<file path="config.mk">
export PLATFORM = sky130hd
export DESIGN_NAME = wdfg_scale
export DESIGN_NICKNAME = d
export VERILOG_FILES = /design/src/sv/wdfg_pkg.sv /design/src/sv/wdfg_scale.sv
export SDC_FILE = /design/constraint.sdc
export NUM_CORES = 1
export LEC_CHECK = 0
export BUFFER_PORTS_ARGS = -buffer_cell sky130_fd_sc_hd__buf_2
export CAP_MARGIN = 15
export CORE_MARGIN = 2
export CORE_UTILIZATION = 69
export DETAILED_ROUTE_END_ITERATION = 16
export PLACE_DENSITY = 0.89
export REMOVE_ABC_BUFFERS = 1
export SLEW_MARGIN = 5
export SYNTH_ARGS = -nofsm -noshare
export SYNTH_HDL_FRONTEND = slang
export SYNTH_SLANG_ARGS = --single-unit
</file>
<file path="constraint.sdc">
create_clock -name i_clk -period 14.7 [get_ports i_clk]
set_input_delay 1.47 -clock i_clk [delete_from_list [all_inputs] [get_ports i_clk]]
set_output_delay 1.47 -clock i_clk [all_outputs]
set_load 0.01 [all_outputs]
</file>
<file path="src/sv/wdfg_pkg.sv">
package wdfg_pkg;

    // Table and fixed-point settings
    localparam int SINE_TABLE_DEPTH   = 900;
    localparam int COEF_FRACTION_BITS = 12;
    localparam int TRIG_FRAC_BITS     = 14;
    localparam int TENTHS_QUARTER     = 900;
    localparam int TENTHS_FULL        = 3600;
    localparam int ONE_Q14            = 16384;
    localparam logic [63:0] HALF_PI_Q30 = 64'd1686629713;

    // Field widths
    localparam int SPEED_W   = 16;
    localparam int DIR_W     = 12;
    localparam int COEF_W    = 16;
    localparam int CFG_W     = 32;
    localparam int CFG_IDX_W = 3;
    localparam int HARM_N    = 4;
    localparam int THETA_W   = DIR_W;

    // Sine ROM holds one entry per tenth of a degree over a quarter turn
    localparam int ROM_AW = $clog2(TENTHS_QUARTER + 1);
    localparam int ROM_DW = 15;

    // Datapath widths
    localparam int TERM_W    = COEF_W + ROM_DW;
    localparam int PSUM_W    = TERM_W + 2;
    localparam int ACC_W     = PSUM_W + 2;
    localparam int GAIN_W    = ACC_W - 1;
    localparam int GAIN_LO_W = GAIN_W / 2;
    localparam int GAIN_HI_W = GAIN_W - GAIN_LO_W;
    localparam int SCALE_W   = SPEED_W + GAIN_W + 1;
    localparam int SCALE_SH  = COEF_FRACTION_BITS + TRIG_FRAC_BITS;

    // Configuration register indexes
    typedef enum logic [CFG_IDX_W-1:0] {
        CFG_CONSTANT_TERM  = 3'd0,
        CFG_HARMONIC_ONE   = 3'd1,
        CFG_HARMONIC_TWO   = 3'd2,
        CFG_HARMONIC_THREE = 3'd3,
        CFG_HARMONIC_FOUR  = 3'd4
    } t_cfg_index;

    typedef logic [THETA_W-1:0] t_theta;
    typedef logic [ROM_AW-1:0]  t_rom_addr;
    typedef logic [ROM_DW-1:0]  t_rom_data;
    typedef logic [GAIN_W-1:0]  t_gain;

    // Word fields that ride along the pipeline
    typedef struct packed {
        logic [SPEED_W-1:0] speed;
        logic               speed_ok;
        logic               apply;
    } t_item;

    // Sine and cosine lookups for each harmonic
    typedef struct packed {
        t_rom_addr [HARM_N-1:0] sin_addr;
        t_rom_addr [HARM_N-1:0] cos_addr;
        logic      [HARM_N-1:0] sin_neg;
        logic      [HARM_N-1:0] cos_neg;
    } t_trig_req;

    typedef t_rom_data t_sine_rom [0:TENTHS_QUARTER];

    localparam logic [63:0] SERIES_DIV [1:6] =
        '{64'd6, 64'd20, 64'd42, 64'd72, 64'd110, 64'd156};

    // Q14 sine of table point idx: Q30 Taylor series to x^13, truncating steps
    function automatic t_rom_data sine_entry(input logic [63:0] idx);
        logic [63:0] x;
        logic [63:0] x2;
        logic [63:0] term;
        longint      sum;
        x    = (HALF_PI_Q30 * idx + 64'(SINE_TABLE_DEPTH / 2)) / 64'(SINE_TABLE_DEPTH);
        x2   = (x * x) >> 30;
        term = x;
        sum  = longint'(x);
        for (int n = 1; n <= 6; n++) begin
            term = ((term * x2) >> 30) / SERIES_DIV[n];
            if ((n & 1) != 0) begin
                sum = sum - longint'(term);
            end else begin
                sum = sum + longint'(term);
            end
        end
        if (sum < 0) begin
            sum = 0;
        end
        sum = (sum + 32768) >>> 16;
        if (sum > ONE_Q14) begin
            sum = ONE_Q14;
        end
        return ROM_DW'(sum);
    endfunction

    // ROM indexed by remainder in tenths, table index mapping folded in
    function automatic t_sine_rom build_sine_rom();
        t_sine_rom   tab;
        logic [63:0] idx;
        for (int r = 0; r <= TENTHS_QUARTER; r++) begin
            idx = (64'(r) * 64'(SINE_TABLE_DEPTH) + 64'(TENTHS_QUARTER / 2))
                  / 64'(TENTHS_QUARTER);
            if (idx > 64'(SINE_TABLE_DEPTH)) begin
                idx = 64'(SINE_TABLE_DEPTH);
            end
            tab[r] = sine_entry(idx);
        end
        return tab;
    endfunction

    localparam t_sine_rom SINE_ROM = build_sine_rom();

endpackage

</file>
<file path="src/sv/wdfg_scale.sv">
module wdfg_scale (
    input  logic                          i_clk,
    input  logic                          i_rst_n,
    input  logic                          i_vld,
    output logic                          o_rdy,
    input  wdfg_pkg::t_item               i_item,
    input  wdfg_pkg::t_gain               i_gain,
    output logic                          o_vld,
    input  logic                          i_rdy,
    output logic [wdfg_pkg::SPEED_W-1:0]  o_speed,
    output logic                          o_speed_ok,
    output logic                          o_applied
);
    import wdfg_pkg::*;

    localparam int SHIFTED_W = SCALE_W - SCALE_SH;
    localparam int PLO_W     = SPEED_W + GAIN_LO_W;
    localparam int PHI_W     = SPEED_W + GAIN_HI_W;

    logic [1:0]                          r_vld;
    logic [1:0]                          en;
    t_item                               r_item8;
    logic [PLO_W-1:0]                    r_plo8;
    logic [PHI_W-1:0]                    r_phi8;
    logic [SCALE_W-1:0]                  full;
    logic [SHIFTED_W-1:0]                shifted;
    logic [SPEED_W-1:0]                  n_speed9;
    logic [SPEED_W-1:0]                  r_speed9;
    logic                                r_speed_ok9;
    logic                                r_applied9;

    assign en[1] = ~r_vld[1] | i_rdy;
    assign en[0] = ~r_vld[0] | en[1];
    assign o_rdy = en[0];

    always_ff @(posedge i_clk) begin
        if (!i_rst_n) begin
            r_vld <= '0;
        end else begin
            if (en[0]) r_vld[0] <= i_vld;
            if (en[1]) r_vld[1] <= r_vld[0];
        end
    end

    // Recombine partial products, round half up, saturate, bypass
    always_comb begin
        full = SCALE_W'({r_phi8, {GAIN_LO_W{1'b0}}}) + SCALE_W'(r_plo8)
               + (SCALE_W'(1) << (SCALE_SH - 1));
        shifted = full[SCALE_W-1:SCALE_SH];
        if (!r_item8.apply) begin
            n_speed9 = r_item8.speed;
        end else if (|shifted[SHIFTED_W-1:SPEED_W]) begin
            n_speed9 = '1;
        end else begin
            n_speed9 = shifted[SPEED_W-1:0];
        end
    end

    // Speed times gain split in two narrow halves
    always_ff @(posedge i_clk) begin
        if (en[0]) begin
            r_item8 <= i_item;
            r_plo8  <= PLO_W'(i_item.speed) * PLO_W'(i_gain[GAIN_LO_W-1:0]);
            r_phi8  <= PHI_W'(i_item.speed) * PHI_W'(i_gain[GAIN_W-1:GAIN_LO_W]);
        end
        if (en[1]) begin
            r_speed9    <= n_speed9;
            r_speed_ok9 <= r_item8.speed_ok;
            r_applied9  <= r_item8.apply;
        end
    end

    assign o_vld      = r_vld[1];
    assign o_speed    = r_speed9;
    assign o_speed_ok = r_speed_ok9;
    assign o_applied  = r_applied9;

endmodule

</file>
==> impl_metrics.tcl, run 1 <==
set metrics [dict create \
    cts_resized 0 \
    fin_crit_sh_pct 53.46 \
    cts_sinks 87 \
    tightest_slew_ns 1.063 \
    clock.fmax_mhz 127.2 \
    finClkSkew_ns 0.007816 \
    cts_tree "yes" \
    drv_cap 0 \
    seq_area_frac_synth_pct 12.23 \
    synth-main-ff-cell "edfxtp_1" \
    first_pass_iters 7 \
    relSlewSlack_pct 28.23 \
    synth_cells 2234 \
    wire_per_inst_um 19.90 \
    n_fill_cell 2087 \
    drive_gt1_share_pct 4.602 \
    finalSetupTns_ns 0 \
    fin_crit_ns 7.859 \
    avgSynthCellArea_sq_um 9.489 \
    antenna_found_initial 3 \
    synth_edf_count 85 \
    rows 64 \
    cp-start-kind "primary input" \
    worstPathArrival_ns 7.95 \
    core_sq_um 30430 \
    grt_max_degree 69 \
    crit_buf_inv 4 \
    start_util_pct 69.66 \
    netlist_area_sq_um 21200 \
    crit_chain "buf_2 -> nand2_1 -> fa_1 -> fa_1 -> fa_1 -> inv_1 -> fa_1 -> fa_1 -> inv_1 -> fa_1 -> inv_1 -> ha_1 -> and2_1 -> o2111ai_1 -> a21oi_1 -> o41ai_1 -> a211oi_1 -> o31ai_1 -> a21oi_1 -> xor2_1" \
    grt_overflow_total 0 \
    hold_buffers 0 \
    path_class "primary input to register" \
    clock-root-buffer "clkbuf_16" \
    rsz0062_at_grt "false" \
    vias 15980 \
    cts_inserted_buffers 9 \
    io_pins 76 \
    grt_pass1_vias 17550 \
    fin_nets 2941 \
    yosysWarnings 0 \
    numPortBuffers 75 \
    clk_pin_slew_ns 0.07 \
    synth_top_area_share_pct 39.19 \
    place_hpwl_um 39070 \
    worstSkewPairLatency_ns 0.35 \
    ys_ff_latch 87 \
    slowest_stage "o41ai_1" \
    synth_area_leaders "fa_1, ha_1, edfxtp_1" \
    hold_viol 0 \
    die_w_um 179.3 \
    drc 0 \
    grtUsageTotal_pct 35.28 \
    required_ns 14.79 \
    post_cts_buffers 0 \
    areaGrowthSynthToFinish_pct 3.890 \
    cts_htree_levels 3 \
    clockBufferDepth 2 \
    dieArea_sq_um 32140 \
    place_congestion 0.9168 \
    drt_iter0_markers 1295 \
    status "completed" \
    crit_top_cell "fa_1" \
    critPathTopFamily "adder cells" \
    yosys.area.top_type "fa_1" \
    vias_per_cell 6.062 \
    final_max_slew_viol_count 0 \
    wl_um 52460 \
    ant_nets 0 \
    max_stage_delay_ns 0.97 \
    ys_types 60 \
    cp_max_fo 34 \
    grt_pass1_wl_um 86890 \
    die_y_um 179.3 \
    crit_path_end_kind "register" \
    hold_path.class "register to register" \
    ys_async_sr_fraction_pct 0 \
    final-setup-viol-count 0 \
]
final timing paths:
check | to | from | cells past startpoint | slack (ns)
min reg2reg | o_speed_ok$_DFFE_PP_ | r_item8[1]$_DFFE_PP_ | 0 | 0.43
min | o_speed_ok$_DFFE_PP_ | r_item8[1]$_DFFE_PP_ | 0 | 0.43
max reg2reg | o_speed[7]$_DFFE_PP_ | r_plo8[29]$_DFFE_PP_ | 10 | 10.67
max | r_phi8[31]$_DFFE_PP_ | i_item[3] | 20 | 6.84
cell type report:
type	count	area (sq um)	area share, %
Sequential cell	87	2592	11.77
Tap cell	396	495.5	2.250
Clock inverter	5	57.56	0.2613
Clock buffer	11	232.7	1.057
Timing Repair Buffer	76	382.9	1.739
Inverter	466	1749	7.943
Multi-Input combinational cell	1593	16510	74.96
Antenna cell	2	5.005	0.02273
layout by cell type, fill, tap and decap left out, types with 3 or more instances in the layout:
master and n:
nand2b_1 7, or3_1 3, clkbuf_16 9, ha_1 237
a31oi_1 13, nor2b_1 5, o21ai_0 22, o21ai_1 4
buf_2 75, nand2_1 323, and3_1 10, and2_1 249
nand3_1 17, nand4_1 9, o21a_1 13, nor4_1 4
xor2_1 20, a211oi_1 12, o21bai_1 3, o31ai_1 6
o22a_1 16, or2_2 5, nor2_1 34, fa_1 415
xnor2_1 39, a21o_1 20, o211ai_1 5, nor3_1 11
a21oi_1 54, o41ai_1 3, inv_1 466, edfxtp_1 85
flip-flops by register name (all words and copies together), names as in the netlist:
register and count:
o_applied 1, o_speed 16, o_speed_ok 1, r_item8 18, r_phi8 33, r_plo8 16
r_vld 2
synth_stat cells, types with 3 or more instances:
cell type and count:
or3_1 3, clkbuf_1 84, o21ai_1 4, and2_1 249, and3_1 10, nor2_1 34, o22a_1 16, xor2_1 20
nor4_1 4, nand3_1 17, a21o_1 20, o211ai_1 5, o21ai_0 22, edfxtp_1 85, nand2_1 324, fa_1 415
or2_2 5, ha_1 237, xnor2_1 39, nor3_1 11, o21bai_1 3, o21a_1 13, nand2b_1 7, o41ai_1 3
inv_1 466, nand4_1 9, a21oi_1 54, a211oi_1 12, nor2b_1 5, o31ai_1 6, a31oi_1 13
routing by layer:
layer  up-vias  global-route usage, %  wire [um]
met1      8005                  43.99      18790
met4         4                  17.94       2736
li1       6876                      -          -
met2       888                  59.16      25780
met3       206                  6.425       5127
met5         -                      0         26
through the flow:
stage	cells	util (%)	setup WS, ns	hold slack, ns	cell area [sq um]
global placement	2618	71.40	6.815	0.4016	21730
detailed placement	2618	71.40	6.607	0.4272	21730
floorplan	2146	-	7.784	0.4003	20850
finish	2636	72.37	6.841	0.4266	22020
global route	2634	72.36	6.585	0.4408	22020
CTS	2634	72.36	6.948	0.4371	22020
logic make-up (layout without fill, tap and decap cells):
kind of cell               Yosys count  after routing  share of synthesized area, %
and+or+nand+nor                    688            688                         16.04
adders and majority gates          652            652                         53.18
buffers and inverters              554            558                         9.910
AOI/OAI and AO/OA                  192            192                         6.103
DFF                                 87             87                         12.23
xor gates and xnor gates            59             59                         2.438
muxes                                2              2                       0.09444
other                                0              2                             0
Power of run 1 is left out: the tool's default activity adds up to more than one toggle a clock period on the data nets, which glitch-free logic cannot reach.
==> inputs of run 2 (changes only) <==
--- a/config.mk
+++ b/config.mk
@@ -5,12 +5,13 @@
 export SDC_FILE = /design/constraint.sdc
 export NUM_CORES = 1
 export LEC_CHECK = 0
+export ABC_AREA = 1
 export BUFFER_PORTS_ARGS = -buffer_cell sky130_fd_sc_hd__buf_2
 export CAP_MARGIN = 15
 export CORE_MARGIN = 2
-export CORE_UTILIZATION = 69
+export CORE_UTILIZATION = 60
 export DETAILED_ROUTE_END_ITERATION = 16
-export PLACE_DENSITY = 0.89
+export PLACE_DENSITY = 0.82
 export REMOVE_ABC_BUFFERS = 1
 export SLEW_MARGIN = 5
 export SYNTH_ARGS = -nofsm -noshare
==> constraint.sdc (replaced) <==
create_clock -name i_clk -period 7.1 [get_ports i_clk]
set_input_delay 0.71 -clock i_clk [delete_from_list [all_inputs] [get_ports i_clk]]
set_output_delay 0.71 -clock i_clk [all_outputs]
set_load 0.01 [all_outputs]
==> run 2 against run 1 <==
Highest routed layer is now met4. Clock-buffer cell count shrank 2. Area after synthesis grew 9.0%. Die area grew 25%. Synthesized cell count grew 31%. Largest cell class unchanged. Hold slack lost 0.0032 ns. Cell area grew 9.1%. Critical endpoint is now r_phi8[29]$_DFFE_PP_.
==> impl_metrics.tcl, run 2 <==
set metrics [dict create \
    status "completed" \
    n_fill_cell 3111 \
    dieArea_sq_um 40080 \
    post_cts_buffers 0 \
    yosysMostFrequentCell "inv_1" \
    max_flop_register "r_phi8" \
    crit_chain "buf_2 -> nand2_1 -> fa_1 -> inv_1 -> fa_1 -> fa_1 -> fa_1 -> fa_1 -> inv_1 -> fa_1 -> inv_1 -> ha_1 -> a21oi_1 -> o21ai_0 -> a21oi_1 -> nand3_1 -> nand2_1 -> o211ai_1 -> nand2_1 -> nand2_1 -> xor2_1" \
    path_class "primary input to register" \
    vias 18520 \
    netlist_area_sq_um 23100 \
    worstSkewPairLatency_ns 0.35 \
    final-setup-viol-count 0 \
    yosys.area.top_type "fa_1" \
    place_hpwl_um 46910 \
    ys_async_sr_fraction_pct 0 \
    holdPathStages 0 \
    numPortBuffers 75 \
    final_cell_mix "inv_1, nand2_1, fa_1" \
    cts_htree_levels 3 \
    fin_nets 3612 \
    drc 0 \
    drv_cap 0 \
    io_pins 76 \
    grtUsageTotal_pct 30.64 \
    vias_per_cell 5.414 \
    fin_crit_sh_pct 90.86 \
    final_max_slew_viol_count 0 \
    core_sq_um 37760 \
    hold_buffers 0 \
    ys_ff_latch 87 \
    place_congestion 0.9557 \
    crit_top_cell "fa_1" \
    cp-start-kind "primary input" \
    cts_inserted_buffers 9 \
    crit_path_end_kind "register" \
    wire_per_inst_um 17.09 \
    wl_um 58470 \
    seq_area_frac_synth_pct 11.22 \
    critPathTopFamily "adder cells" \
    synth_area_leaders "fa_1, inv_1, ha_1" \
    die_w_um 200.2 \
    areaGrowthSynthToFinish_pct 4.052 \
    fin_crit_ns 6.451 \
    synth_commonest_cells "inv_1, nand2_1, fa_1" \
    cts_tree "yes" \
    grt_max_degree 70 \
    synth_cells 2935 \
    synth-main-ff-cell "edfxtp_1" \
    antenna_found_initial 0 \
    drt_iter0_markers 1531 \
    worstPathArrival_ns 6.55 \
    reg2reg_from "r_plo8[31]$_DFFE_PP_" \
    clockBufferDepth 2 \
    finClkSkew_ns 0.01430 \
    tightest_slew_ns 1.009 \
    rsz0062_at_grt "false" \
    relSlewSlack_pct 32.73 \
    rows 71 \
    largest_register_ffs 33 \
    reg2reg_to "o_speed[10]$_DFFE_PP_" \
    finalSetupTns_ns 0 \
    slowest_stage "buf_2" \
    start_util_pct 61.18 \
    min_from "r_item8[1]$_DFFE_PP_" \
    worstHoldEndpoint "o_speed_ok$_DFFE_PP_" \
    rrSetupSlack_ns 4.02 \
    clk_pin_slew_ns 0.07 \
    clock.fmax_mhz 155.0 \
    grt_pass1_vias 20370 \
    required_ns 7.19 \
    synth_top_area_share_pct 35.97 \
    grt_overflow_total 0 \
    die_y_um 200.2 \
    cp_max_fo 35 \
    grt_pass1_wl_um 98960 \
    clock-root-buffer "clkbuf_16" \
    ys_types 39 \
    final_common_cell "inv_1" \
    hold_path.class "register to register" \
    cts_sinks 87 \
    drive_gt1_share_pct 6.050 \
    synth_edf_count 85 \
    cts_resized 0 \
    max_stage_delay_ns 0.75 \
    reg_top3 "r_phi8: 33 flops, r_item8: 18 flops" \
    first_pass_iters 6 \
    avgSynthCellArea_sq_um 7.870 \
    crit_buf_inv 4 \
    yosysWarnings 0 \
    hold_viol 0 \
    ant_nets 0 \
    ff2ff_path_depth 16 \
]
-- run 2: worst max path at each step --
| stage | start | end | cells after the start |
|---|---|---|---|
| finish | i_item[12] | r_phi8[29]$_DFFE_PP_ | 21 |
| global route | i_item[4] | r_phi8[30]$_DFFE_PP_ | 21 |
| CTS | i_item[12] | r_phi8[29]$_DFFE_PP_ | 21 |
| detailed placement | i_item[12] | r_phi8[29]$_DFFE_PP_ | 21 |
| global placement | i_item[3] | r_phi8[30]$_DFFE_PP_ | 21 |
| floorplan | i_item[9] | r_phi8[27]$_DFFE_PP_ | 19 |
-- run 2: cells by family (layout without fill, tap and decap cells) --
kind of cell | Yosys count | in the layout | share of synthesized area (%)
XOR/XNOR | 54 | 54 | 2.048
AND/OR/NAND/NOR | 1016 | 1016 | 18.16
adder cells (fa/ha/maj) | 652 | 652 | 48.81
other | 0 | 1 | 0
flip-flops | 87 | 87 | 11.22
AO/OA/AOI/OAI | 174 | 174 | 4.187
buffers and inverters | 952 | 926 | 15.57
-- run 2: layout make-up --
type / count / area, sq um / area share [%]
Antenna cell: 1 / 2.502 / 0.01041
Inverter: 817 / 3067 / 12.76
Sequential cell: 87 / 2592 / 10.79
Timing Repair Buffer: 93 / 523.0 / 2.176
Clock buffer: 9 / 225.2 / 0.9371
Multi-Input combinational cell: 1896 / 16920 / 70.40
Tap cell: 511 / 639.4 / 2.660
Clock inverter: 7 / 63.81 / 0.2655
-- run 2: routing by layer --
metal	GRT usage, %	routed length (um)	vias up
met4	10.18	1765	0
met1	40.60	23700	8987
met2	52.11	27790	942
li1	-	-	8472
met5	0	0	-
met3	4.230	5218	122
-- run 2: through the flow --
| step | std cells | area [sq um] | setup slack, ns | hold WS (ns) | util (%) |
|---|---|---|---|---|---|
| 3_5_place_dp | 3404 | 23740 | 0.3856 | 0.4080 | 62.88 |
| 6_report | 3421 | 24030 | 0.6489 | 0.4234 | 63.66 |
| 4_1_cts | 3420 | 24030 | 0.7562 | 0.4257 | 63.65 |
| 3_3_place_gp | 3404 | 23740 | 0.5298 | 0.4041 | 62.88 |
| 5_1_grt | 3420 | 24030 | 0.3958 | 0.4299 | 63.65 |
| 2_1_floorplan | 2800 | 22570 | 1.544 | 0.4003 | - |
Power of run 2 is left out for the same reason.
