--- config.mk ---
export PLATFORM = sky130hd
export DESIGN_NAME = wdfg_angle
export DESIGN_NICKNAME = d
export VERILOG_FILES = /design/src/sv/wdfg_pkg.sv /design/src/sv/wdfg_angle.sv
export SDC_FILE = /design/constraint.sdc
export NUM_CORES = 1
export LEC_CHECK = 0
export ABC_AREA = 0
export BUFFER_PORTS_ARGS = -buffer_cell sky130_fd_sc_hd__buf_4
export CORE_MARGIN = 8
export CORE_UTILIZATION = 45
export CTS_CLUSTER_SIZE = 14
export DETAILED_ROUTE_END_ITERATION = 6
export HOLD_SLACK_MARGIN = 0.1
export PLACE_DENSITY_LB_ADDON = 0.3
export SYNTH_ARGS = -nofsm -noshare
export SYNTH_HDL_FRONTEND = slang
export SYNTH_SLANG_ARGS = --single-unit
--- constraint.sdc ---
create_clock -name i_clk -period 3.6 [get_ports i_clk]
set_input_delay 0.72 -clock i_clk [delete_from_list [all_inputs] [get_ports i_clk]]
set_output_delay 0.72 -clock i_clk [all_outputs]
set_load 0.05 [all_outputs]
--- src/sv/wdfg_pkg.sv ---
package wdfg_pkg;

    // Table and fixed-point settings
    localparam int SINE_TABLE_DEPTH   = 900;
    localparam int COEF_FRACTION_BITS = 12;
    localparam int TRIG_FRAC_BITS     = 14;
    localparam int TENTHS_QUARTER     = 900;
    localparam int TENTHS_FULL        = 3600;
    localparam int ONE_Q14            = 16384;
    localparam logic [63:0] HALF_PI_Q30 = 64'd1686629713;

    // Field widths
    localparam int SPEED_W   = 16;
    localparam int DIR_W     = 12;
    localparam int COEF_W    = 16;
    localparam int CFG_W     = 32;
    localparam int CFG_IDX_W = 3;
    localparam int HARM_N    = 4;
    localparam int THETA_W   = DIR_W;

    // Sine ROM holds one entry per tenth of a degree over a quarter turn
    localparam int ROM_AW = $clog2(TENTHS_QUARTER + 1);
    localparam int ROM_DW = 15;

    // Datapath widths
    localparam int TERM_W    = COEF_W + ROM_DW;
    localparam int PSUM_W    = TERM_W + 2;
    localparam int ACC_W     = PSUM_W + 2;
    localparam int GAIN_W    = ACC_W - 1;
    localparam int GAIN_LO_W = GAIN_W / 2;
    localparam int GAIN_HI_W = GAIN_W - GAIN_LO_W;
    localparam int SCALE_W   = SPEED_W + GAIN_W + 1;
    localparam int SCALE_SH  = COEF_FRACTION_BITS + TRIG_FRAC_BITS;

    // Configuration register indexes
    typedef enum logic [CFG_IDX_W-1:0] {
        CFG_CONSTANT_TERM  = 3'd0,
        CFG_HARMONIC_ONE   = 3'd1,
        CFG_HARMONIC_TWO   = 3'd2,
        CFG_HARMONIC_THREE = 3'd3,
        CFG_HARMONIC_FOUR  = 3'd4
    } t_cfg_index;

    typedef logic [THETA_W-1:0] t_theta;
    typedef logic [ROM_AW-1:0]  t_rom_addr;
    typedef logic [ROM_DW-1:0]  t_rom_data;
    typedef logic [GAIN_W-1:0]  t_gain;

    // Word fields that ride along the pipeline
    typedef struct packed {
        logic [SPEED_W-1:0] speed;
        logic               speed_ok;
        logic               apply;
    } t_item;

    // Sine and cosine lookups for each harmonic
    typedef struct packed {
        t_rom_addr [HARM_N-1:0] sin_addr;
        t_rom_addr [HARM_N-1:0] cos_addr;
        logic      [HARM_N-1:0] sin_neg;
        logic      [HARM_N-1:0] cos_neg;
    } t_trig_req;

    typedef t_rom_data t_sine_rom [0:TENTHS_QUARTER];

    localparam logic [63:0] SERIES_DIV [1:6] =
        '{64'd6, 64'd20, 64'd42, 64'd72, 64'd110, 64'd156};

    // Q14 sine of table point idx: Q30 Taylor series to x^13, truncating steps
    function automatic t_rom_data sine_entry(input logic [63:0] idx);
        logic [63:0] x;
        logic [63:0] x2;
        logic [63:0] term;
        longint      sum;
        x    = (HALF_PI_Q30 * idx + 64'(SINE_TABLE_DEPTH / 2)) / 64'(SINE_TABLE_DEPTH);
        x2   = (x * x) >> 30;
        term = x;
        sum  = longint'(x);
        for (int n = 1; n <= 6; n++) begin
            term = ((term * x2) >> 30) / SERIES_DIV[n];
            if ((n & 1) != 0) begin
                sum = sum - longint'(term);
            end else begin
                sum = sum + longint'(term);
            end
        end
        if (sum < 0) begin
            sum = 0;
        end
        sum = (sum + 32768) >>> 16;
        if (sum > ONE_Q14) begin
            sum = ONE_Q14;
        end
        return ROM_DW'(sum);
    endfunction

    // ROM indexed by remainder in tenths, table index mapping folded in
    function automatic t_sine_rom build_sine_rom();
        t_sine_rom   tab;
        logic [63:0] idx;
        for (int r = 0; r <= TENTHS_QUARTER; r++) begin
            idx = (64'(r) * 64'(SINE_TABLE_DEPTH) + 64'(TENTHS_QUARTER / 2))
                  / 64'(TENTHS_QUARTER);
            if (idx > 64'(SINE_TABLE_DEPTH)) begin
                idx = 64'(SINE_TABLE_DEPTH);
            end
            tab[r] = sine_entry(idx);
        end
        return tab;
    endfunction

    localparam t_sine_rom SINE_ROM = build_sine_rom();

endpackage

--- src/sv/wdfg_angle.sv ---
module wdfg_angle (
    input  logic                          i_clk,
    input  logic                          i_rst_n,
    input  logic                          i_vld,
    output logic                          o_rdy,
    input  wdfg_pkg::t_item               i_item,
    input  logic [wdfg_pkg::DIR_W-1:0]    i_dir,
    output logic                          o_vld,
    input  logic                          i_rdy,
    output wdfg_pkg::t_item               o_item,
    output wdfg_pkg::t_trig_req           o_req
);
    import wdfg_pkg::*;

    // Fold an angle below four full turns back into one turn
    function automatic t_theta reduce_turn(input logic [THETA_W+1:0] v);
        logic [THETA_W+1:0] q;
        if (v >= (THETA_W+2)'(3 * TENTHS_FULL)) begin
            q = v - (THETA_W+2)'(3 * TENTHS_FULL);
        end else if (v >= (THETA_W+2)'(2 * TENTHS_FULL)) begin
            q = v - (THETA_W+2)'(2 * TENTHS_FULL);
        end else if (v >= (THETA_W+2)'(TENTHS_FULL)) begin
            q = v - (THETA_W+2)'(TENTHS_FULL);
        end else begin
            q = v;
        end
        return THETA_W'(q);
    endfunction

    logic [2:0]       r_vld;
    logic [2:0]       en;
    t_item            r_item1, r_item2, r_item3;
    t_theta           r_dir1;
    t_theta           n_dir1;
    t_theta           r_theta2 [HARM_N];
    t_theta           n_theta2 [HARM_N];
    t_trig_req        r_req3;
    t_trig_req        n_req3;
    logic [1:0]       quad   [HARM_N];
    logic [1:0]       quad_c [HARM_N];
    t_rom_addr        rem    [HARM_N];

    // Advance a stage when it is empty or its successor advances
    assign en[2] = ~r_vld[2] | i_rdy;
    assign en[1] = ~r_vld[1] | en[2];
    assign en[0] = ~r_vld[0] | en[1];
    assign o_rdy = en[0];

    always_ff @(posedge i_clk) begin
        if (!i_rst_n) begin
            r_vld <= '0;
        end else begin
            if (en[0]) r_vld[0] <= i_vld;
            if (en[1]) r_vld[1] <= r_vld[0];
            if (en[2]) r_vld[2] <= r_vld[1];
        end
    end

    // Reduce the raw direction into one turn
    always_comb begin
        if (i_dir >= DIR_W'(TENTHS_FULL)) begin
            n_dir1 = i_dir - DIR_W'(TENTHS_FULL);
        end else begin
            n_dir1 = i_dir;
        end
    end

    // Harmonic angles k times direction, one turn wrap
    always_comb begin
        for (int k = 0; k < HARM_N; k++) begin
            n_theta2[k] = reduce_turn((THETA_W+2)'(r_dir1) * (THETA_W+2)'(k + 1));
        end
    end

    // Split into quadrant and remainder, mirror odd quadrants
    always_comb begin
        n_req3 = '0;
        for (int k = 0; k < HARM_N; k++) begin
            if (r_theta2[k] >= THETA_W'(3 * TENTHS_QUARTER)) begin
                quad[k] = 2'd3;
                rem[k]  = ROM_AW'(r_theta2[k] - THETA_W'(3 * TENTHS_QUARTER));
            end else if (r_theta2[k] >= THETA_W'(2 * TENTHS_QUARTER)) begin
                quad[k] = 2'd2;
                rem[k]  = ROM_AW'(r_theta2[k] - THETA_W'(2 * TENTHS_QUARTER));
            end else if (r_theta2[k] >= THETA_W'(TENTHS_QUARTER)) begin
                quad[k] = 2'd1;
                rem[k]  = ROM_AW'(r_theta2[k] - THETA_W'(TENTHS_QUARTER));
            end else begin
                quad[k] = 2'd0;
                rem[k]  = ROM_AW'(r_theta2[k]);
            end
            // cosine is the sine one quadrant ahead
            quad_c[k] = quad[k] + 2'd1;
            n_req3.sin_addr[k] = quad[k][0] ? ROM_AW'(TENTHS_QUARTER) - rem[k] : rem[k];
            n_req3.cos_addr[k] = quad_c[k][0] ? ROM_AW'(TENTHS_QUARTER) - rem[k] : rem[k];
            n_req3.sin_neg[k]  = quad[k][1];
            n_req3.cos_neg[k]  = quad_c[k][1];
        end
    end

    always_ff @(posedge i_clk) begin
        if (en[0]) begin
            r_item1 <= i_item;
            r_dir1  <= n_dir1;
        end
        if (en[1]) begin
            r_item2 <= r_item1;
            r_theta2 <= n_theta2;
        end
        if (en[2]) begin
            r_item3 <= r_item2;
            r_req3  <= n_req3;
        end
    end

    assign o_vld  = r_vld[2];
    assign o_item = r_item3;
    assign o_req  = r_req3;

endmodule

==> results of run 1 <==
-- power breakdown --
group / switching [mW] / internal (mW)
registers: 0.307 / 3.14
logic: 3.71 / 2.10
clock network: 0.996 / 0.983
total: 5.01 / 6.22
-- layout make-up --
cell class,count,share of cell area [%]
multi-input combinational,832,40.71
sequential,184,38.13
inverter,58,1.536
clock inverter,15,1.493
clock buffer,17,2.951
timing repair buffer,234,12.27
tap,335,2.908
-- synth_stat cells, types with 31 or more instances --
cell	number
ha_1	73
edfxtp_1	181
nor2_1	90
xor2_1	35
nor3_1	31
a21oi_1	68
xnor2_1	71
o21ai_0	53
nand2_1	89
nand3_1	33
clkbuf_1	31
inv_1	56
-- flip-flops by register name, indices dropped and copies added, names as in the netlist --
register / cells
r_item2: 18
r_item1: 18
o_req: 76
r_vld: 3
o_item: 18
r_theta2: 39
r_dir1: 12
-- layer usage --
metal	global-route usage, %	routed length (µm)
met2	29.88	13810
met5	0	0
met4	4.203	331
met3	3.511	1914
met1	25.25	13180
-- cell families (layout without fill, tap and decap cells) --
| logic type | count (synthesis) | count (layout) |
|---|---|---|
| XOR/XNOR | 106 | 106 |
| AND/OR/NAND/NOR | 347 | 347 |
| AO/OA/AOI/OAI | 288 | 288 |
| other | 1 | 6 |
| flip-flops | 184 | 184 |
| multiplexers | 11 | 11 |
| adder cells (fa/ha/maj) | 74 | 74 |
| buffers and inverters | 114 | 324 |
-- repair_timing --
item / 4_1_cts / 5_1_grt
endpoints found under the setup margin: 3 / 19
resized for setup: 3 / 21
pin swaps: 0 / 4
setup buffers: 0 / 5
-- stage by stage --
stage	setup TNS, ns	setup WS (ns)
2_1_floorplan	0	0.003302
3_3_place_gp	0	0.06673
3_5_place_dp	-0.07344	-0.05675
4_1_cts	0	0.008505
5_1_grt	-0.3553	-0.09509
6_report	0	0.05214
-- worst paths after layout --
| check | start | end | slack [ns] |
|---|---|---|---|
| worst max-delay path | r_theta2[37] | o_req[87] | 0.05 |
| worst min register to register | r_item1[4] | r_item2[4] | 0.42 |
| worst max register to register | r_theta2[37] | o_req[87] | 0.05 |
| worst min-delay path | r_item1[4] | r_item2[4] | 0.42 |
==> impl_results.md, run 1 <==
* Die area at 31530 µm²
* Most common cell after layout, fill and taps aside: buf_4
* Pin count of the biggest net entering global routing at 70
* CTS tree: yes
* Final #Nets at roughly 1400
* Post-route minimum period at ~3.5 ns
* Synth area leader: edfxtp_1
* Critical path, cell by cell: inv_4 > ha_1 > or4b_1 > o2111a_1 > or3_4 > a32oi_1 > o32ai_2 > a21oi_2 > ha_1 > inv_1 > nand4bb_2 > a31oi_2 > xor2_1
* Design Area, Final at between 10000 and 15000 µm²
* Post-Synth Adder-Cell Area at 7.945%
* Worst EP arrival at ~3.7 ns
* Post-synthesis cell count at between 1000 and 1500
* Startpoint types: flip-flop
* Core Rows at slightly below 60
* Max Cap Viol at 0
* Routed len/inst at ~17 µm
* Most used cell, CP: ha_1
* Yosys top cell area share at roughly 46%
* First-pass GRT wire length at 47330 µm
* EDFF count, synth at between 150 and 200
* Inserted Diodes at 0
* Synth cell types at between 90 and 100
* Area occupied by registers at 5495 µm²
* Final WL at between 20000 and 30000 µm
* Grt ovf at 0
* Routed Antenna Nets at 0
* Fill cells at roughly 2300
* Initial detailed-routing violation count at roughly 630
* Pre-antenna DRT Iters at 5
* Gp weighted congestion at slightly above 0.9
* Peak supply drop at roughly 560 µV
* Synthesized area per cell at 10.44 µm²
* Final setup fails at 0
* Most frequent cells in the layout: 233 x buf_4, 181 x edfxtp_1, 89 x nor2_1
* Die H at between 150 and 200 µm
* Compound-Gate Fraction of Synth Area at 17.20%
* Cells after DPL at 1638
* Max Clock Skew at ~0.011 ns
* Area Overhead vs Synth at 22.70%
* FF+latch count, synth at 184
* Critical path depth at 13
* Syn. warnings at 0
* Simple-gate share of the synthesized area at 14.63%
* DP Area at roughly 14000 µm²
* Ys flop type: edfxtp_1
* PD cells at about 780 nW/µm²
* Worst EP required at 3.78 ns
* Kind of critical path: flip-flop to flip-flop
* Largest stage delay, worst path at slightly below 0.5 ns
* Register area share after synthesis at roughly 47%
* Multiplexer area fraction after synthesis at less than 1%
* Largest family of logic cells by synthesized area: compound AO/OA/AOI/OAI gates
* Fmax at 281.9 MHz
* Max_slew headroom at 49.57%
* Layout cells sized above 1 at about a quarter
* CP Buf/Inv Count at 2
* DRC viols at 0
* Area occupied by multi-input gates at 5868 µm²
* Outcome: completed
* CP max-delay cell: or4b_1
* Initial antenna violation count at 0
* Die Wd at 177.6 µm
* Fin util at a little under three fifths
* Top post-synthesis cells by area: edfxtp_1 46%, ha_1 7.8%, xnor2_1 5.3%, a21oi_1 2.9%, nor2_1 2.9%
* DP HPWL at 22290 µm
* HP Class: flip-flop to flip-flop
* Starting Density at ~45%
* Num CTS Buffers at 17
* Worst hold stages at 0
* Root Driver: clkbuf_16
* Worst-Skew Late Latency at 0.43 ns
* CTS H-tree lvls at 4
* PortBufs at ~140
* Via count at about 9400
* CP max FO at 5
* Synth Area in XOR/XNOR at under 10%
* Period utilisation layout at a little over nine tenths
* Clk sinks at 184
* Leakage at roughly 5.9 nW
* Non-Filler Instances at about 1700
* Synth Cell Area at about 12000 µm²
* IO Count at ~140
* Vias in the first global route at 9066
* Vias per cell at roughly 5.6
* Max Slew Vio Count at 0
* Pwr Total at 11.23 mW
* Area of the core at 25840 µm²
* Cell count of the worst reg-to-reg path at 13
* Family with the most delay on the worst path: simple AND/OR/NAND/NOR gates
* Global Route Usage Sum at between 10% and 20%
* Hold_ws at about 0.42 ns
* Final hold violation count at 0
* CTS max path bufs at 2
* CTS clk-pin slew, worst paths at about 0.08 ns
* Worst-Margin Slew at 0.7564 ns
* Hold_buf cts at 0
* RSZ-0062 raised after global routing: true
* CP Capture Type: flip-flop
* Fraction of registers with async set/reset at 0%
Power figures use the tool's default switching activity.
==> inputs of run 2 (changes only) <==
clock period = 3.3 ns   (was 3.6 ns; I/O delays follow)
==> run 2 against run 1 <==
The run now ends with negative setup slack left. Clock power grew 8%. Global-route usage down 0.66 points. Register-to-register slack got worse by 0.07 ns. Via count increased by 3.0%. First-iteration DRC count increased by 2.7%.
==> impl_results.md, run 2 (same netlist as run 1, synthesis figures left out) <==
* Hold_ws at 0.3910 ns (-0.02676 ns)
* Max Cap Viol at 0 (unchanged)
* Gp weighted congestion at 0.9176 (+0.87%)
* Max Slew Vio Count at 0 (unchanged)
* Outcome: complete, but fails checks
* CTS clk-pin slew, worst paths at 0.09 ns (about the same)
* IO Count at 142 (unchanged)
* Root Driver: clkbuf_16
* Peak supply drop at 635.5 µV (+13%)
* PD cells at 822.7 nW/µm² (+5.6%)
* CP max-delay cell: edfxtp_1
* CTS H-tree lvls at 4 (unchanged)
* Worst-Margin Slew at 0.7226 ns (-0.03376 ns)
* Leakage at 6.303 nW (+7.2%)
* Kind of critical path: flip-flop to flip-flop
* Family with the most delay on the worst path: simple AND/OR/NAND/NOR gates
* Critical path, cell by cell: inv_8 > ha_4 > or4b_4 > o2111a_1 > or3_4 > a32oi_2 > o32ai_2 > a21oi_2 > ha_2 > inv_2 > nand4bb_4 > a31oi_2 > xor2_1
* Cells after DPL at 1703 (+4.0%)
* Die Wd at 177.6 µm (unchanged)
* Worst-Skew Late Latency at 0.43 ns (about the same)
* Fin util at 59.85% (+4.1 points)
* Area occupied by multi-input gates at 6311 µm² (+7.5%)
* Fill cells at 2152 (-4.7%)
* Max reg flops at 76 (unchanged)
* DP HPWL at 22000 µm (-1.3%)
* Pre-antenna DRT Iters at 5 (unchanged)
* CP Capture Type: flip-flop
* PortBufs at 135 (unchanged)
* Max Clock Skew at 0.01410 ns (+0.003179 ns)
* Final hold violation count at 0 (unchanged)
* Non-Filler Instances at 1753 (+4.7%)
* Pin count of the biggest net entering global routing at 95 (+36%)
* First-pass GRT wire length at 46010 µm (-2.8%)
* Initial antenna violation count at 0 (unchanged)
* Post-route minimum period at 3.316 ns (-0.2323 ns)
* Met3 routed WL at 1772 µm (-7.4%)
* Max_slew headroom at 51.82% (+2.3 points)
* Vias per cell at 5.516 (-1.6%)
* CP max FO at 4 (-1)
* RSZ-0062 raised after global routing: true
* Clk sinks at 184 (unchanged)
* DRC viols at 0 (unchanged)
* Area Overhead vs Synth at 31.62%
* Num CTS Buffers at 17 (unchanged)
* HP Class: primary input to flip-flop
* Grt ovf at 0 (unchanged)
* Met1 WL at 12970 µm (-1.6%)
* Routed len/inst at 16.85 µm (-3.5%)
* Initial detailed-routing violation count at 645 (+2.7%)
* Fmax at 301.6 MHz (+7.0%)
* CTS tree: yes
* Die area at 31530 µm² (unchanged)
* Vias in the first global route at 9204 (+1.5%)
* Final setup fails at 1 (+1)
* Global Route Usage Sum at 17.80% (-0.66 points)
* Starting Density at 45.47% (unchanged)
* Largest stage delay, worst path at 0.49 ns (about the same)
* Worst EP arrival at 3.50 ns (-0.23 ns)
* Layout cells sized above 1 at 33.57% (+9.0 points)
* Area of the core at 25840 µm² (unchanged)
* WL met2 at 14350 µm (+3.9%)
* CTS max path bufs at 2 (unchanged)
* Final #Nets at 1513 (+5.4%)
* Worst setup margin at -0.01559 ns (-0.06773 ns)
* Inserted Diodes at 0 (unchanged)
* Die H at 177.6 µm (unchanged)
* CP Buf/Inv Count at 2 (unchanged)
* Final WL at 29540 µm (+1.0%)
* Via count at 9670 (+3.0%)
* Period utilisation layout at 100.5% (+1.9 points)
* Startpoint types: flip-flop
* Area occupied by registers at 5495 µm² (unchanged)
* Worst EP required at 3.48 ns (-0.30 ns)
* Violated checks: negative setup slack
* Most frequent cells in the layout: 307 x buf_4, 181 x edfxtp_1, 85 x nand2_1
* Top sig layer: met4
* Core Rows at 59 (unchanged)
* Most common cell after layout, fill and taps aside: buf_4
* Routed Antenna Nets at 0 (unchanged)
-- run 2: final cells by class --
| cell class | count | share of cell area (%) |
|---|---|---|
| multi-input cells | 832 | 40.82 |
| well taps | 335 | 2.711 |
| flip-flops and latches | 184 | 35.54 |
| clock inverters | 15 | 1.343 |
| repair buffers | 312 | 15.33 |
| inverters | 58 | 1.513 |
| clock buffers | 17 | 2.751 |
-- run 2: routing by layer --
layer  track usage, %  up-vias
li1                 -     4749
met1            22.99     4600
met2            29.88      283
met3            3.574       38
met4            5.002        0
met5                0        -
-- run 2: stage by stage --
step	setup TNS [ns]	instance area, µm²	total power, mW	setup slack (ns)
floorplan	-0.6765	11880	8.228	-0.1885
global placement	-0.3194	14190	10.18	-0.09105
detailed placement	-1.203	14190	10.27	-0.2362
CTS	0	14900	12.47	0.001422
global route	-0.6331	15460	13.42	-0.1312
finish	-0.01559	15460	12.72	-0.01559
-- run 2: final timing paths --
check	startpoint	slack (ns)	cells after the start	to
min	i_item[16]	0.39	1	r_item1[16]
min reg2reg	r_item2[2]	0.42	0	o_item[2]
max reg2reg	r_theta2[37]	-0.02	13	o_req[47]
max	r_theta2[37]	-0.02	13	o_req[47]
-- run 2: repair_timing --
item / CTS / global route
pin swaps: 2 / 35
cloned: 0 / 0
setup buffers: 0 / 18
resized for setup: 17 / 90
setup endpoints to repair: 10 / 38
hold buffers: 0 / 0
-- run 2: power by group --
part	internal (mW)	switching, mW
registers	3.42	0.328
logic	2.61	4.22
clock network	1.06	1.08
==> inputs of run 3 (changes only) <==
--- a/config.mk
+++ b/config.mk
@@ -9,2 +9,3 @@
 export BUFFER_PORTS_ARGS = -buffer_cell sky130_fd_sc_hd__buf_4
+export CORE_ASPECT_RATIO = 1.2
 export CORE_MARGIN = 8
==> constraint.sdc (replaced) <==
create_clock -name i_clk -period 3.3 [get_ports i_clk]
set_input_delay 0.33 -clock i_clk [delete_from_list [all_inputs] [get_ports i_clk]]
set_output_delay 0.33 -clock i_clk [all_outputs]
set_load 0.05 [all_outputs]
==> run 3 against run 2 <==
First-iteration DRC count shrank 15%. Critical path type unchanged. Flip-flop and latch count did not move. Worst hold slack worse by 0.24 ns. Critical endpoint unchanged. Setup slack better by 0.0042 ns. Highest routed layer unchanged. Die area about the same. The flow still finishes with violations (negative setup slack). Sequential share of layout area is 0.56 points lower. Via count increased by 2.3%. Largest power group unchanged. Utilization up 0.53 points.
==> impl_results.md, run 3 (same netlist as run 1, synthesis figures left out) <==
* Startpoint types: flip-flop
* Cells after DPL at 1705 (+0.12%)
* Leakage at 6.422 nW (+1.9%)
* Worst setup margin at -0.01139 ns (+0.004200 ns)
* Violated checks: negative setup slack
* Initial detailed-routing violation count at 546 (-15%)
* Crit path from: r_theta2[37]
* Pre-CTS WS at -0.1031 ns (+0.1331 ns)
* Final #Nets at 1544 (+2.0%)
* Max Cap Viol at 0 (unchanged)
* CP max-delay cell: edfxtp_1
* Gp weighted congestion at 0.9508 (+3.6%)
* Core Rows at 65 (+10%)
* Inserted Diodes at 0 (unchanged)
* HP Start: i_vld
* Outcome: complete, but fails checks
* IO Count at 142 (unchanged)
* Global Route Usage Sum at 18.48% (+0.68 points)
* Kind of critical path: flip-flop to flip-flop
* PD cells at 802.5 nW/µm² (-2.5%)
* Most frequent cells in the layout: 315 x buf_4, 181 x edfxtp_1, 86 x nand2_1
* Routed len/inst at 17.06 µm (+1.2%)
* Vias per cell at 5.545 (+0.53%)
* Max_slew headroom at 59.72% (+7.9 points)
* Largest stage delay, worst path at 0.51 ns (+0.02 ns)
* Pwr Total at 12.61 mW (-0.89%)
* Worst EP required at 3.48 ns (about the same)
* HP Class: primary input to flip-flop
* Routed Antenna Nets at 0 (unchanged)
* DP HPWL at 22970 µm (+4.4%)
* Root Driver: clkbuf_16
* Clk sinks at 184 (unchanged)
* Die Wd at 163.5 µm (-7.9%)
* Num CTS Buffers at 17 (unchanged)
* Grt ovf at 0 (unchanged)
* Area of the core at 26030 µm² (+0.73%)
* DRC viols at 0 (unchanged)
* Starting Density at 45.14% (-0.33 points)
* DP Area at 14210 µm² (+0.19%)
* Vias in the first global route at 9412 (+2.3%)
* PortBufs at 135 (unchanged)
* Fmax at 302.0 MHz (+0.13%)
* Post-route minimum period at 3.311 ns (-0.004200 ns)
* Final setup fails at 2 (+1)
* Worst-Skew Late Latency at 0.43 ns (about the same)
* Die H at 193.0 µm (+8.7%)
* Peak supply drop at 417.0 µV (-34%)
* Die area at 31550 µm² (about the same)
* CP max FO at 5 (+1)
* CTS max path bufs at 2 (unchanged)
* RSZ-0062 raised after global routing: true
* CTS H-tree lvls at 4 (unchanged)
* Period utilisation layout at 100.3% (-0.13 points)
* CP Capture Type: flip-flop
* Reg-to-reg startpoint: r_theta2[37]
* Family with the most delay on the worst path: simple AND/OR/NAND/NOR gates
* Max Clock Skew at 0.01566 ns (+0.001561 ns)
* Non-Filler Instances at 1784 (+1.8%)
* Final hold violation count at 0 (unchanged)
* Via count at 9893 (+2.3%)
* Design Area, Final at 15710 µm² (+1.6%)
* Final WL at 30430 µm (+3.0%)
* Pin count of the biggest net entering global routing at 44 (-54%)
* CP Buf/Inv Count at 2 (unchanged)
* First-pass GRT wire length at 47150 µm (+2.5%)
* CTS tree: yes
* Layout cells sized above 1 at 33.20% (-0.37 points)
* Worst EP arrival at 3.49 ns (about the same)
* Initial antenna violation count at 0 (unchanged)
* Max Slew Vio Count at 0 (unchanged)
* Critical path, cell by cell: inv_8 > ha_4 > or4b_4 > o2111a_1 > or3_4 > a32oi_2 > o32ai_2 > a21oi_2 > ha_2 > inv_2 > nand4bb_4 > a31oi_2 > xor2_1
* CTS clk-pin slew, worst paths at 0.08 ns (about the same)
* Pre-antenna DRT Iters at 5 (unchanged)
* Worst-Margin Slew at 0.5890 ns (-0.1336 ns)
* Area Overhead vs Synth at 33.74%
* Most common cell after layout, fill and taps aside: buf_4
* Max reg flops at 76 (unchanged)
-- run 3: cell count changes in the layout (fill, tap and decap cells not counted), moves of 3 or more --
cell and change:
a211oi_2 -3, ha_2 -5, dlygate4sd3_1 +23, inv_12 -5, buf_4 +8, inv_8 +3
ha_1 +4
-- run 3: cell type report --
class | count | area (µm²)
clock buffers | 17 | 425.4
clock inverters | 15 | 172.7
fillers | 2196 | 10310
inverters | 58 | 231.5
multi-input cells | 832 | 6290
flip-flops and latches | 184 | 5495
well taps | 335 | 419.2
repair buffers | 343 | 2678
-- run 3: path summary, 6_finish.rpt --
kind	end	slack, ns	cells past startpoint
setup reg to reg	o_req[47]	-0.01	13
setup / recovery	o_req[47]	-0.01	13
hold / removal	r_vld[0]	0.15	3
hold reg to reg	o_item[1]	0.42	0
-- run 3: per-layer routing --
layer	global-route usage, %	vias to the layer above	wire, µm
met5	0	-	0
met4	8.543	0	1024
met3	3.037	58	1348
met2	33.32	292	16080
met1	21.07	4738	11980
li1	-	4805	-
-- run 3: repair_timing --
item                                    4_1_cts  5_1_grt
resized for setup                             8       94
endpoints found under the setup margin       11       36
hold buffers                                 23        0
endpoints found under the hold margin        23        0
buffers inserted                              1       23
pin swaps                                     1       38
-- run 3: power breakdown --
group	internal, mW	switching (mW)	leakage, nW	total [mW]
logic	2.63	4.23	4.20	6.86
registers	3.42	0.327	1.94	3.75
clock network	1.02	0.981	0.286	2.00
-- run 3: metrics by stage --
stage	utilization [%]	hold slack, ns	setup TNS, ns
5_1_grt	60.37	0.1590	-1.401
2_1_floorplan	-	0.4003	-0.6765
3_5_place_dp	54.62	0.4045	-0.3587
4_1_cts	57.98	0.1506	0
3_3_place_gp	54.62	0.4002	-0.1294
6_report	60.37	0.1518	-0.01283
-- run 3: tightest hold or removal path, delay by kind of cell --
kind | cells | cell delay (ns)
compound gates | 1 | 0.07
buf+inv | 2 | 0.15
